File: src/rtl/prw_pkg.sv
// Shared constants, types and helpers for the Prewitt horizontal gradient core.
package prw_pkg;

  localparam int unsigned MaxWidth   = 1024;
  localparam int unsigned MaxHeight  = 4096;
  localparam int unsigned PixelW     = 8;
  localparam int unsigned GradW      = 11;
  localparam int unsigned ColW       = $clog2(MaxWidth);
  localparam int unsigned RowW       = $clog2(MaxHeight);
  localparam int unsigned SumW       = PixelW + 2;
  localparam int unsigned CfgWidthW  = 11;
  localparam int unsigned CfgHeightW = 13;
  localparam int unsigned CfgDataW   = 13;
  localparam int unsigned CfgIndexW  = 2;

  typedef logic [ColW-1:0]   col_t;
  typedef logic [RowW-1:0]   row_t;
  typedef logic [PixelW-1:0] pixel_t;

  // Register indexes of the configuration port.
  typedef enum logic [CfgIndexW-1:0] {
    CFG_IMAGE_WIDTH  = 2'd0,
    CFG_IMAGE_HEIGHT = 2'd1
  } cfg_index_e;

  // One line store entry: the pixel one row up and the one two rows up.
  typedef struct packed {
    pixel_t prev2;
    pixel_t prev1;
  } line_t;

  // Last column index for a written width, clamped to 3..MaxWidth.
  function automatic col_t width_last(input logic [CfgWidthW-1:0] v);
    logic [CfgWidthW-1:0] m;
    if (v < CfgWidthW'(3)) begin
      m = CfgWidthW'(2);
    end else if (v > CfgWidthW'(MaxWidth)) begin
      m = CfgWidthW'(MaxWidth - 1);
    end else begin
      m = v - CfgWidthW'(1);
    end
    return m[ColW-1:0];
  endfunction

  // Last row index for a written height, clamped to 3..MaxHeight.
  function automatic row_t height_last(input logic [CfgHeightW-1:0] v);
    logic [CfgHeightW-1:0] m;
    if (v < CfgHeightW'(3)) begin
      m = CfgHeightW'(2);
    end else if (v > CfgHeightW'(MaxHeight)) begin
      m = CfgHeightW'(MaxHeight - 1);
    end else begin
      m = v - CfgHeightW'(1);
    end
    return m[RowW-1:0];
  endfunction

endpackage

File: src/rtl/prw_window.sv
// 3x3 window kept as column sums; forms left column minus right column.
module prw_window (
  input  logic                              clk_i,
  input  logic                              shift_i,
  input  prw_pkg::pixel_t                   px_i,
  input  prw_pkg::line_t                    line_i,
  output logic signed [prw_pkg::GradW-1:0]  gradient_o
);
  import prw_pkg::*;

  logic [SumW-1:0] col_sum;
  logic [SumW-1:0] sum1_q, sum1_d;
  logic [SumW-1:0] sum2_q, sum2_d;

  assign col_sum = SumW'(line_i.prev2) + SumW'(line_i.prev1) + SumW'(px_i);

  // after the shift the left column is what was the middle one
  assign gradient_o = $signed({1'b0, sum1_q}) - $signed({1'b0, col_sum});

  always_comb begin
    sum1_d = sum1_q;
    sum2_d = sum2_q;
    if (shift_i) begin
      sum1_d = sum2_q;
      sum2_d = col_sum;
    end
  end

  always_ff @(posedge clk_i) begin
    sum1_q <= sum1_d;
    sum2_q <= sum2_d;
  end

endmodule

File: config.mk
export PLATFORM = sky130hd
export DESIGN_NAME = prw_window
export DESIGN_NICKNAME = d
export VERILOG_FILES = /design/src/rtl/prw_pkg.sv /design/src/rtl/prw_window.sv
export SDC_FILE = /design/constraint.sdc
export NUM_CORES = 1
export LEC_CHECK = 0
export BUFFER_PORTS_ARGS = -buffer_cell sky130_fd_sc_hd__buf_2
export CAP_MARGIN = 20
export CORE_MARGIN = 2
export CORE_UTILIZATION = 44
export DETAILED_ROUTE_END_ITERATION = 8
export GPL_TIMING_DRIVEN = 0
export PLACE_DENSITY = 0.71
export SYNTH_ARGS = -nofsm -noshare
export SYNTH_HDL_FRONTEND = slang
export SYNTH_SLANG_ARGS = --single-unit
File: constraint.sdc
create_clock -name clk_i -period 8.8 [get_ports clk_i]
set_input_delay 0.88 -clock clk_i [delete_from_list [all_inputs] [get_ports clk_i]]
set_output_delay 0.88 -clock clk_i [all_outputs]
set_load 0.02 [all_outputs]
### Yosys cells after proc, flatten, opt, wreduce, memory -nomap -nowiden

Cells that the tools add are included.

| cells by class | value |
|---|---|
| $add $sub $neg | 3 |

Operator list:

| kind | count |
|---|---|
| subtractor 10 x 10 -> 11 bit | 1 |
| adder 9 x 8 -> 10 bit | 1 |
| adder 8 x 8 -> 9 bit | 1 |

| storage, ports and cells | value |
|---|---|
| input port bits | 26 |
| register bits after elaboration | 20 |
| output and inout port bits | 11 |

### Depth between registers and ports, before layout

| logic depth | value |
|---|---|
| depth in word-level cells | 3 |
| gate-level depth with buffers | 15 |

### Least setup slack after synthesis

OpenSTA, ideal clock, no wires.

| timing path | value |
|---|---|
| path type | input to output |
| start point | in px_i[1] |
| end point | out gradient_o[9] (netlist bit) |
| path slack | 3.895 ns |
| required time | 7.920 ns |
| cell stages on the path | 14 |
| data arrival time | 4.025 ns |
| cell sequence | inv_1 > fa_1 > inv_1 > ha_1 > fa_1 > xor2_1 > inv_1 > ha_1 > o21a_1 > o31a_1 > o31ai_1 > a311oi_1 > a311o_1 > xor2_1 |

| between the ends | value |
|---|---|
| cells in the longest elaborated chain, start to end | 2 |

RTL lines:

| what | RTL line | RTL |
|---|---|---|
| from (decl) | prw_window.sv:5 | `input prw_pkg::pixel_t px_i,` |
| adder 9 x 8 -> 10 bit | prw_window.sv:15 | `assign col_sum = SumW'(line_i.prev2) + SumW'(line_i.prev1) + SumW'(px_i);` |
| via col_sum[3] | prw_window.sv:11 | `logic [SumW-1:0] col_sum;` |
| subtractor 10 x 10 -> 11 bit | prw_window.sv:18 | `assign gradient_o = $signed({1'b0, sum1_q}) - $signed({1'b0, col_sum});` |
| to (decl) | prw_window.sv:7 | `output logic signed [prw_pkg::GradW-1:0] gradient_o` |

The timed path passes the listed nets, and every way through them passes these cells.

### Worst setup path after layout

| timing path | value |
|---|---|
| start point | in px_i[1] |
| end point | out gradient_o[8] (netlist bit) |

| between the ends | value |
|---|---|
| cells in the longest elaborated chain, start to end | 2 |

RTL lines:

| what | RTL line |
|---|---|
| adder 9 x 8 -> 10 bit | prw_window.sv:15 |
| subtractor 10 x 10 -> 11 bit | prw_window.sv:18 |

Every way passes these cells.

==> reports/results.txt <==
The share of synthesized flip-flops with an asynchronous set or reset was 0%; the number of vias in the routed layout was 1292. The worst supply voltage drop on vdd is 98.6 uV, and the number of setup violations in the final report is 0. The worst min-delay path class is flip-flop to flip-flop. The wire length reported by the detailed router was 2810 um; the number of antenna diodes was 0. The hold buffer count at cts was 0; the total congestion overflow was 0. In this run the clock root is driven by a sky130_fd_sc_hd__clkbuf_8. Summed over all failing endpoints, the final setup total negative slack is 0 ps.

Synthesis produced a netlist whose cell count is 162. STA classifies the critical path startpoint as an input pin. Pin placement for this block handled 37 I/O pins.

The region available for standard cell placement spans 3690 um2. For this run, the leading register cell type out of synthesis is sky130_fd_sc_hd__edfxtp_1. The die is 66.0 um wide. Global-route wire length before repair: 4820 um.

For the full die area, the log shows 4350 um2. The via density per instance came out at 5.17. The net count of the finished layout is 254.

The share of post-route cells with drive strength above 1 is 24.8%. TritonCTS built the clock tree. The worst-case clock skew is 0.733 ps, and the net count of the mapped netlist is 213.

The clock latency of the later-clocked register in the worst-skew pair is 250 ps. The number of cells after detailed placement came out at 246. The total count of max-transition violations in the final report was 0; the number of storage elements in the synthesis netlist was 20. The tools report the worst-case headroom to the max-slew limit as 68.4%. Post-CTS repair changed the size of 0 cells. Along the worst path, the maximum fanout reaches 4. The mean instance size in the synthesized netlist was 10.4 um2; the distinct cell type count of the synthesized netlist was 37. The detailed-route DRC error count was 0; the number of buffers created by CTS was 3.

After synthesis, flip-flops and latches occupy 35.5% of the total area. The endpoint required time on the critical path was 7920 ps; the first-pass iteration count of the detailed router was 4. The DRC violation total after the first TritonRoute iteration is 44, and the transition time at the pin with the least slew margin is 470 ps. The number of maximum-capacitance constraint violations is 0, and the total power after layout is 0.551 mW.

The finished layout holds 250 standard cells, fillers aside. Leaving out fill and tap cells, the most frequent cells in the layout are sky130_fd_sc_hd__buf_2, sky130_fd_sc_hd__inv_1, sky130_fd_sc_hd__edfxtp_1. For the via count of the first global-routing pass, the log shows 1128. The number of antenna violations at the first check in global routing was 0; the shortest clock period the worst path allows after layout was 5200 ps. The half-perimeter wire length after detailed placement was 2330 um; the total leakage power was 0.895 nW. The summed instance area of the synthesized netlist is 1690 um2, and the signed area change from the synthesized netlist to the final layout is 18.4%.

The congestion estimate from routability-driven global placement came to 0.763. The site row count is 22, and the highest clock frequency the design can meet is 0.192 GHz. The count of buffers added on input and output ports is 36. Measured on the finished design, the core utilization comes to 54.3%.

The library cell used most frequently in the layout, excluding fill and tap cells, is sky130_fd_sc_hd__buf_2. The synthesized design contains 20 enable-type register cells. The run gives 0 as the number of hold violations in the final report.

The kind of end point of the critical path is an output pin. The total number of H-tree levels came out at 1. The logs give 45.8% for the initial core utilization and 2 for the number of buffers on the longest clock path. The run finished with clean final reports.

The Yosys warning count came out at 0. The final critical path takes up 59.1% of the cycle. The power density over the cells was 275 nW/um2. The routed length per placed instance is 11.2 um, and the filler cell count is 349.

Across the whole layout, storage elements account for 601 um2. In the final layout, the multi-input gates occupy 977 um2. On the final layout, the worst hold slack is 423 ps. In this run the vertical extent of the chip is 66.0 um. For the worst setup path, the data arrival time is 4320 ps. Largest net degree at the start of global routing: 21.

Setup repair after global routing left no endpoint under its margin. Clock-pin slew on the worst setup and hold paths: 70 ps. Type of the worst setup path: input pin to output pin. Across every metal layer, demand over resource in global routing totals 14.3%. After clock tree synthesis, the setup repair step added 0 buffers. The detail route stage leaves a number of antenna-violating nets equal to 0.

The clock net sink count came out at 20.
==> worst max-delay path, cell delays in order <==
cell and delay, ps:
sky130_fd_sc_hd__buf_2 70, sky130_fd_sc_hd__inv_1 40, sky130_fd_sc_hd__fa_1 520, sky130_fd_sc_hd__inv_1 40, sky130_fd_sc_hd__ha_1 240, sky130_fd_sc_hd__fa_1 430
sky130_fd_sc_hd__a211oi_1 290, sky130_fd_sc_hd__nor2_1 130, sky130_fd_sc_hd__a21o_1 210, sky130_fd_sc_hd__ha_1 340, sky130_fd_sc_hd__nand2_1 60, sky130_fd_sc_hd__o21ai_0 280
sky130_fd_sc_hd__nand4_1 140, sky130_fd_sc_hd__a31oi_1 310, sky130_fd_sc_hd__xor2_1 170, sky130_fd_sc_hd__buf_2 180
==> power breakdown <==
part           leakage (nW)  internal, mW  total (mW)  switching (mW)
clock network        0.0357        0.0607      0.0893          0.0286
registers             0.196         0.129       0.134         0.00527
logic                 0.664         0.134       0.327           0.193
==> kinds of logic after synthesis <==
logic type / count (synthesis) / share of synthesized area (%)
adder cells (fa/ha/maj): 25 / 22.9
XOR/XNOR: 12 / 6.22
AND/OR/NAND/NOR: 37 / 11.0
flip-flops: 20 / 35.5
buffers and inverters: 25 / 6.66
AO/OA/AOI/OAI: 43 / 17.6
==> metrics by stage <==
stage,setup slack [ps],instance area (um2)
finish,3600,2000
detailed placement,3570,1930
floorplan,3900,1690
CTS,3560,2000
global route,3190,2000
global placement,3600,1930
==> worst paths after layout <==
check | to | depth (start not counted) | slack [ps] | start
worst max-delay path | gradient_o[8] | 16 | 3600 | px_i[1]
worst min-delay path | sum1_q[1] | 0 | 420 | sum2_q[1]
worst max register to register | sum1_q[4] | 0 | 8180 | sum2_q[4]
worst min register to register | sum1_q[1] | 0 | 420 | sum2_q[1]
==> Yosys cell counts, types with 6 or more instances <==
cell / number / area [um2]
sky130_fd_sc_hd__edfxtp_1: 20 / 601
sky130_fd_sc_hd__a21oi_1: 7 / 35.0
sky130_fd_sc_hd__nor2_1: 14 / 52.6
sky130_fd_sc_hd__inv_1: 21 / 78.8
sky130_fd_sc_hd__xor2_1: 6 / 52.6
sky130_fd_sc_hd__ha_1: 15 / 188
sky130_fd_sc_hd__fa_1: 10 / 200
sky130_fd_sc_hd__nand2_1: 6 / 22.5
sky130_fd_sc_hd__xnor2_1: 6 / 52.6
sky130_fd_sc_hd__o21ai_0: 10 / 50.1
sky130_fd_sc_hd__o21a_1: 6 / 45.0
==> sequential cells by signal, indices dropped and copies added (netlist names) <==
register,flops
sum1_q,10
sum2_q,10
==> layout make-up <==
cell class              instances  share of cell area, %
inverters                      21                   3.94
multi-input cells             117                   48.8
well taps                      48                   3.00
clock buffers                   3                   2.06
plain buffers                   4                   1.69
repair buffers                 36                   9.00
clock inverters                 1                   1.50
flip-flops and latches         20                   30.0
==> metal layers <==
layer	GRT usage (%)	vias to the layer above	wire, um
met5	0	-	0
met4	6.12	0	51
met3	1.36	5	136
met2	22.2	32	1220
met1	20.4	596	1400
li1	-	659	-
No activity file was read; power rests on OpenSTA's default activity.
